### config.mk
export PLATFORM = sky130hd
export DESIGN_NAME = kvt_cell
export DESIGN_NICKNAME = d
export VERILOG_FILES = /design/src/rtl/kvt_pkg.sv /design/src/rtl/kvt_cell.sv
export SDC_FILE = /design/constraint.sdc
export NUM_CORES = 1
export LEC_CHECK = 0
export BUFFER_PORTS_ARGS = -buffer_cell sky130_fd_sc_hd__buf_2
export CORE_AREA = 2 2 97 99
export CTS_BUF_LIST = sky130_fd_sc_hd__clkbuf_2 sky130_fd_sc_hd__clkbuf_4 sky130_fd_sc_hd__clkbuf_8
export DETAILED_ROUTE_END_ITERATION = 7
export DIE_AREA = 0 0 99 101
export GPL_TIMING_DRIVEN = 0
export PLACE_DENSITY = 0.84
export SLEW_MARGIN = 20
export SYNTH_ARGS = -nofsm -noshare
export SYNTH_HDL_FRONTEND = slang
export SYNTH_SLANG_ARGS = --single-unit
export TNS_END_PERCENT = 100
### constraint.sdc
create_clock -name clock -period 5.3 [get_ports clock]
set_input_delay 0.795 -clock clock [delete_from_list [all_inputs] [get_ports clock]]
set_output_delay 0.795 -clock clock [all_outputs]
set_load 0.05 [all_outputs]
### src/rtl/kvt_pkg.sv
// kvt_pkg: shared constants, operation codes and transaction types of the keyed value table
// no dependencies; imported by kvt_cell and keyed_value_table_top
`timescale 1ns / 1ps

package kvt_pkg;

   localparam int CAPACITY   = 64;
   localparam int VALUE_BITS = 32;
   localparam int COUNT_BITS = $clog2(CAPACITY + 1);
   localparam int PFX_LEVELS = $clog2(CAPACITY);

   localparam logic [1:0] KIND_INSERT = 2'd0;
   localparam logic [1:0] KIND_DELETE = 2'd1;
   localparam logic [1:0] KIND_UPDATE = 2'd2;
   localparam logic [1:0] KIND_GET    = 2'd3;

   typedef struct packed {
      logic [1:0]         kind;
      logic signed [31:0] key;
      logic [31:0]        value;
   } req_type;

   typedef struct packed {
      logic        status;
      logic [31:0] found_value;
      logic [6:0]  entry_count;
   } rsp_type;

   typedef struct packed {
      logic                  valid;
      logic [31:0]           key;
      logic [VALUE_BITS-1:0] value;
   } entry_type;

   // broadcast from the top level to every cell
   typedef struct packed {
      logic                  insert;
      logic                  update;
      logic                  remove;
      logic [31:0]           key;
      logic [VALUE_BITS-1:0] value;
      logic [COUNT_BITS-1:0] count;
   } cell_cmd_type;

endpackage

### src/rtl/kvt_cell.sv
// kvt_cell: one slot of the table, holds a key and value pair and compares it to the request
// depends on kvt_pkg
`timescale 1ns / 1ps

module kvt_cell (
   input  logic                          clock,
   input  logic                          reset,
   input  kvt_pkg::cell_cmd_type         cmd,
   input  logic [kvt_pkg::COUNT_BITS-1:0] cell_index,
   input  logic                          shift,
   input  kvt_pkg::entry_type            above,
   output kvt_pkg::entry_type            entry,
   output logic                          match,
   output logic [kvt_pkg::VALUE_BITS-1:0] hit_value
);
   import kvt_pkg::*;

   logic                  valid_ff, valid_in;
   logic [31:0]           key_ff, key_in;
   logic [VALUE_BITS-1:0] value_ff, value_in;

   assign match     = valid_ff && (key_ff == cmd.key);
   assign hit_value = match ? value_ff : '0;
   assign entry     = '{valid: valid_ff, key: key_ff, value: value_ff};

   always_comb begin
      valid_in = valid_ff;
      key_in   = key_ff;
      value_in = value_ff;
      if (cmd.remove && shift) begin
         // close the gap: take the neighbor's entry
         valid_in = above.valid;
         key_in   = above.key;
         value_in = above.value;
      end else if (cmd.insert && (cell_index == cmd.count)) begin
         valid_in = 1'b1;
         key_in   = cmd.key;
         value_in = cmd.value;
      end else if (cmd.update && match) begin
         value_in = cmd.value;
      end
   end

   always_ff @(posedge clock) begin
      if (reset) begin
         valid_ff <= 1'b0;
      end else begin
         valid_ff <= valid_in;
      end
      key_ff   <= key_in;
      value_ff <= value_in;
   end

endmodule

==> results of run 1 <==
==> routing by layer <==
metal / up-vias / part of all wire / GRT usage
li1: 1377 / - / -
met1: 1390 / 0.40 / 0.237
met2: 148 / 0.52 / 0.314
met3: 16 / 0.069 / 0.0430
met4: 0 / 0.018 / 0.0801
met5: - / 0 / 0
==> worst min-delay path: cells and delay by family, from the launching register on <==
kind	cells	cell delay [ns]
flip-flops	1	0.34
AND/OR/NAND/NOR	2	0.18
==> state kept, by name (all words and copies together) (netlist names) <==
name / cells
value_ff: 32
valid_ff: 1
key_ff: 32
==> where the power goes <==
group	leakage, nW	switching [W]	internal [W]
clock network	0.0890	0.000183	0.000207
registers	0.609	0.0000222	0.000615
logic	1.64	0.000220	0.000121
==> cell type report <==
type | instances | area [um^2]
fill | 762 | 3960
sequential | 65 | 1940
multi-input combinational | 156 | 1420
timing repair buffer | 247 | 1260
tap | 111 | 139
clock buffer | 9 | 124
buffer | 11 | 67.6
clock inverter | 6 | 50.0
inverter | 5 | 18.8
==> cells in the mapped netlist (2+ instances only) <==
master    instances  area, um^2
nor2_1            3        11.3
and2_2           12        90.1
xor2_1           22         193
nand4_1           3        18.8
inv_1             5        18.8
xnor2_1          13         114
and2_1           20         125
nor4_1            4        25.0
clkbuf_1          3        11.3
nand2_1           3        11.3
nor3_1            2        10.0
buf_6             3        33.8
nand3_1           2        10.0
mux2_2           64         721
o21ai_0           2        10.0
buf_1             4        15.0
edfxtp_1         64        1920
==> path summary, 6_finish.rpt <==
check / startpoint / end / slack [ns] / cells after the start
min reg2reg: valid_ff / valid_ff / 0.56 / 2
min: valid_ff / valid_ff / 0.56 / 2
max reg2reg: key_ff[30] / value_ff[26] / 2.33 / 5
max: cmd[69] / hit_value[30] / 1.51 / 8
==> per-stage QoR <==
step / instance area [um^2] / setup slack, ns / setup TNS [ns] / instances
global placement: 4800 / -0.381 / -12.11 / 594
finish: 5020 / 1.51 / 0 / 610
floorplan: 3430 / 0.876 / 0 / 237
global route: 5020 / 1.27 / 0 / 610
detailed placement: 4840 / 1.44 / 0 / 595
CTS: 5020 / 1.44 / 0 / 610
==> cells by family (layout without fill, tap and decap cells) <==
logic type	after synthesis	count (layout)
AO/OA/AOI/OAI	6	6
AND/OR/NAND/NOR	51	51
flip-flops	65	65
multiplexers	64	64
buffers and inverters	16	278
XOR/XNOR	35	35
==> cells in the final DEF (no fill, tap or decap), types with 2 or more instances in the layout <==
cell,instances
nand3_1,2
nand4_1,3
inv_1,5
clkbuf_8,9
nor2_1,3
and2_1,20
and2_2,12
buf_2,246
xnor2_1,13
nor4_1,4
xor2_1,22
buf_6,3
nand2_1,3
edfxtp_1,64
buf_1,4
nor3_1,2
clkinv_1,4
mux2_2,64
clkbuf_1,3
==> impl_metrics.csv, run 1 <==
group,metric,value,unit
run_status,outcome,"finished clean",
critical_path,arrival,3.00,ns
detailed_routing,postRouteAntennaNets,0,
critical_path,crit_family,"simple AND/OR/NAND/NOR gates",
detailed_routing,routed_via_density,4.80,
clocking,cts_sinks,65,
clocking,cts_setup_buffers,0,
floorplan,pin_count,247,
floorplan,die_x,99,um
layout,n_antenna_cell,0,
global_routing,antenna_found_initial,0,
synthesis,synth-edff-count,64,
synthesis,synth-simple-area-share,0.0973,
timing,setup_viol,0,
critical_path,endpoint_kind,"output pin",
timing,slew_violations,0,
synthesis,synthCells,237,
clocking,clk_latency,0.34,ns
synthesis,synth-compound-area-share,0.0128,
critical_path,worstSetupStartpointType,"primary input",
global_routing,grt_pass1_wl,14.4,mm
synthesis,synth_top_family_by_area,"multiplexers",
clocking,postCtsHoldBufs,0,
global_routing,grt_pass1_vias,2909,
synthesis,synth-xor-area-share,0.0893,
detailed_routing,drtPass1Iterations,4,
layout,drive_gt1_frac,0.685,
pwr,peakVddDrop,0.143,mV
synthesis,yosysSeqAreaShare,0.566,
flow_run,cap_violations,0,
detailed_routing,vias,2931,
pwr,power,0.00137,W
detailed_routing,drtIter0Drc,96,
critical_path,slowest_stage,"nor4_4",
floorplan,core-area,8980,um^2
critical_path,cp_cell_sequence,"buf_2 -> xor2_1 -> nor4_1 -> nand3_1 -> nor4_4 -> buf_6 -> and2_2 -> buf_2",
critical_path,cpPeakStageDelay,0.57,ns
pwr,powerDensity,273,nW/um^2
clocking,clkTransAtPathRegs,0.07,ns
min_path,min_path_type,"reg -> reg",
detailed_routing,drt-total-wl,9.89,mm
detailed_routing,drc,0,
layout,finalNetCount,644,
global_routing,grt_max_degree,33,
synthesis,netlist-cell-type-count,25,
floorplan,die_h,101,um
timing,clock.fmax,264,MHz
critical_path,cp_max_fo,10,
synthesis,synth-main-ff-cell,"edfxtp_1",
synthesis,synth_area,3430,um^2
clocking,numCtsBuffers,9,
place,portBuffers,246,
timing,maxSlewHeadroom,0.508,
synthesis,syn-num-nets,386,
floorplan,initial_utilization,0.382,
floorplan,num_rows,35,
timing,hold_viol,0,
clocking,cts.path.max_buffers,2,
timing,min_period,3.79,ns
place,dp_hpwl,7.99,mm
synthesis,ys_seq_elements,65,
layout,fin_util,0.559,
global_routing,grt_overflow,0,
clocking,cts_tree,"done",
clocking,cts-resized-gates,0,
synthesis,synth_fa_ha_area_frac,0,
global_routing,gr-usage-all-layers,0.189,
timing,tightest_slew,0.738,ns
timing,holdWs,0.556,ns
synthesis,ys_async_sr_fraction,0,
floorplan,design.die.area,10000,um^2
critical_path,critPathKind,"in -> out",
timing,period_share,0.716,
pwr,p_leak,2.33,nW
timing,fin_skew,0.00764,ns
critical_path,required,4.51,ns
clocking,clockRootBuffer,"clkbuf_8",
place,gp_congestion,0.797,
clocking,ctsHtreeMaxLevel,3,
critical_path,cp_common_cell,"buf_2",
detailed_routing,wl_per_cell,16.2,um
synthesis,syn_area_per_cell,14.5,um^2
synthesis,synth_mux_area_frac,0.210,
synthesis,yosysWarnings,0,
timing,rsz0062_at_grt,"no",
critical_path,crit_buf_inv,3,
layout,syn2layout_area_growth,46.1,%
(Power assumes the default switching activity.)
==> run 2: changes to the inputs <==
--- a/config.mk
+++ b/config.mk
@@ -5,13 +5,13 @@
 export SDC_FILE = /design/constraint.sdc
 export NUM_CORES = 1
 export LEC_CHECK = 0
+export ABC_AREA = 1
 export BUFFER_PORTS_ARGS = -buffer_cell sky130_fd_sc_hd__buf_2
-export CORE_AREA = 2 2 97 99
+export CORE_UTILIZATION = 41
 export CTS_BUF_LIST = sky130_fd_sc_hd__clkbuf_2 sky130_fd_sc_hd__clkbuf_4 sky130_fd_sc_hd__clkbuf_8
 export DETAILED_ROUTE_END_ITERATION = 7
-export DIE_AREA = 0 0 99 101
 export GPL_TIMING_DRIVEN = 0
-export PLACE_DENSITY = 0.84
+export PLACE_DENSITY = 0.87
 export SLEW_MARGIN = 20
 export SYNTH_ARGS = -nofsm -noshare
 export SYNTH_HDL_FRONTEND = slang
==> constraint.sdc (replaced) <==
create_clock -name clock -period 3.2 [get_ports clock]
set_input_delay 0.48 -clock clock [delete_from_list [all_inputs] [get_ports clock]]
set_output_delay 0.48 -clock clock [all_outputs]
set_load 0.05 [all_outputs]
==> run 2 against run 1 <==
Net effect: combinational power is 96% higher; hold slack worse by 0.18 ns; non-clock buffer count increased by 5; clock power increased by 120%; die area up 5.9%; via count is 40% higher; cell count up 45%; critical path depth fell by 1; total power up 90%; synthesized cell count rose by 110%; critical path type is now reg -> out; global-route usage rose by 4.8 points.
==> impl_metrics.csv, run 2 <==
group,metric,value,unit
critical_path,required,2.72,ns
layout,reg_top3,"key_ff (32), value_ff (32), valid_ff (1)",
place,placed_cells,868,
layout,final_common_cell,"buf_2",
critical_path,crit_buf_inv,2,
clocking,clk_latency,0.35,ns
synthesis,ys_seq_elements,65,
detailed_routing,drc,0,
clocking,cts.path.max_buffers,2,
floorplan,design.die.area,10600,um^2
layout,final_cell_mix,"buf_2, nand2_1, inv_1",
timing,fin_tns_setup,0,ns
synthesis,yosys.cell_count.top_type,"nand2_1",
floorplan,die_h,103,um
detailed_routing,drtPass1Iterations,5,
min_path,min_path_type,"in -> reg",
synthesis,syn-num-nets,638,
detailed_routing,wl_per_cell,14.8,um
critical_path,crit_family,"simple AND/OR/NAND/NOR gates",
critical_path,slowest_stage,"edfxtp_1",
critical_path,arrival,2.24,ns
pwr,powerDensity,446,nW/um^2
clocking,postCtsHoldBufs,0,
place,portBuffers,246,
layout,final_cells,884,
clocking,cts_sinks,65,
timing,fin_skew,0.0134,ns
floorplan,initial_utilization,0.425,
global_routing,grt_pass1_vias,3762,
floorplan,pin_count,247,
clocking,clkTransAtPathRegs,0.07,ns
timing,tightest_slew,0.802,ns
synthesis,synth-main-ff-cell,"edfxtp_1",
pwr,p_leak,3.06,nW
place,dp_hpwl,10.6,mm
critical_path,cpPeakStageDelay,0.41,ns
synthesis,synth-edff-count,64,
timing,setup_viol,0,
synthesis,yosysWarnings,0,
synthesis,ys_async_sr_fraction,0,
timing,clock.fmax,368,MHz
clocking,clockRootBuffer,"clkbuf_8",
flow_run,cap_violations,0,
critical_path,worstSetupStartpointType,"flop",
critical_path,endpoint_kind,"output pin",
place,gp_congestion,0.826,
clocking,cts_tree,"done",
synthesis,post-synth-top-area-cell,"edfxtp_1",
layout,fillers,904,
synthesis,synth_area_leaders,"edfxtp_1, nand2_1, mux2_2",
synthesis,syn_area_per_cell,8.54,um^2
floorplan,core-area,9820,um^2
critical_path,r2r-start,"key_ff[20]",
timing,rsz0062_at_grt,"no",
layout,syn2layout_area_growth,39.5,%
detailed_routing,postRouteAntennaNets,0,
critical_path,cp_max_fo,10,
timing,min_period,2.72,ns
detailed_routing,drt-total-wl,13.1,mm
global_routing,gr-usage-all-layers,0.237,
synthesis,synth_area,4170,um^2
synthesis,synth_top_cell_area_share,0.460,
global_routing,antenna_found_initial,0,
layout,drive_gt1_frac,0.466,
timing,maxSlewHeadroom,0.463,
min_path,worstHoldStart,"reset",
synthesis,yosysSeqAreaShare,0.465,
clocking,cts_setup_buffers,0,
critical_path,cp_cell_sequence,"xnor2_1 -> nand3_1 -> nor2_1 -> nand3b_2 -> buf_6 -> nor3_2 -> buf_2",
critical_path,critPathKind,"reg -> out",
timing,hold_viol,0,
detailed_routing,vias,4116,
critical_path,cp-startpoint,"key_ff[20]",
floorplan,die_x,103,um
layout,n_antenna_cell,0,
detailed_routing,drtIter0Drc,103,
global_routing,grt_pass1_wl,18.4,mm
synthesis,synthCells,489,
detailed_routing,routed_via_density,4.66,
clocking,numCtsBuffers,9,
clocking,ctsHtreeMaxLevel,3,
timing,period_share,0.850,
global_routing,grt_overflow,0,
global_routing,grt_max_degree,34,
pwr,peakVddDrop,0.247,mV
floorplan,num_rows,36,
run_status,outcome,"finished clean",
layout,finalNetCount,895,
synthesis,netlist-cell-type-count,26,
synthesis,synth_common_cells,"nand2_1, inv_1, edfxtp_1, nor2_1, mux2_2",
timing,slew_violations,0,
clocking,cts-resized-gates,0,
[run 2: changes by cell type after synthesis, moves of 4 or more]
cell,change
mux2_2,-28
nand2_1,+112
nor3_2,+28
and2_1,-20
a21oi_1,+29
buf_2,+7
nor4_1,-4
xor2_1,-19
nor2_1,+61
inv_1,+92
and2_2,-12
nand3_1,+7
xnor2_1,-10
[run 2: layout make-up]
type,count,area [um^2],share of cell area
multi-input combinational,308,1740,0.300
clock buffer,10,131,0.0226
timing repair buffer,246,1230,0.211
tap,133,166,0.0286
sequential,65,1940,0.333
inverter,99,372,0.0638
clock inverter,6,115,0.0198
buffer,17,121,0.0208
[run 2: kinds of logic after synthesis]
kind of cell,share of synthesized area
flip-flops,0.465
AND/OR/NAND/NOR,0.267
buffers and inverters,0.118
XOR/XNOR,0.0126
AO/OA/AOI/OAI,0.0396
multiplexers,0.0971
[run 2: layer usage]
layer	wire length, um	GRT usage
met1	5500	0.303
met2	6510	0.399
met3	810	0.0475
met4	249	0.0813
met5	0	0
[run 2: tightest hold or removal path, cell delays in order]
cell     delay (ns)
buf_2          0.07
nor2_1         0.03
nand2_1        0.05
inv_1          0.03
[run 2: report_power, final]
part | switching [W] | total (W) | internal, W
Sequential | 0.0000436 | 0.00107 | 0.00102
Clock | 0.000337 | 0.000868 | 0.000531
Combinational | 0.000460 | 0.000667 | 0.000207
Total | 0.000841 | 0.00260 | 0.00176
[run 2: stage by stage]
| step | instance area (um^2) | power (W) | hold WS [ns] | util | setup WS, ns |
|---|---|---|---|---|---|
| after global placement | 5570 | 0.00173 | 0.628 | 0.567 | -0.436 |
| final | 5820 | 0.00260 | 0.373 | 0.593 | 0.481 |
| after detailed placement | 5580 | 0.00175 | 0.639 | 0.568 | 0.355 |
| after floorplan | 4170 | 0.00152 | 0.542 | - | 0.377 |
| after global routing | 5820 | 0.00271 | 0.361 | 0.593 | 0.328 |
| after CTS | 5820 | 0.00262 | 0.357 | 0.593 | 0.434 |
[run 2: worst paths after layout]
| check | to | slack (ns) | cells after the start |
|---|---|---|---|
| setup / recovery | hit_value[2] | 0.48 | 7 |
| hold / removal | valid_ff | 0.37 | 4 |
| hold reg to reg | valid_ff | 0.66 | 4 |
| setup reg to reg | value_ff[2] | 0.84 | 6 |
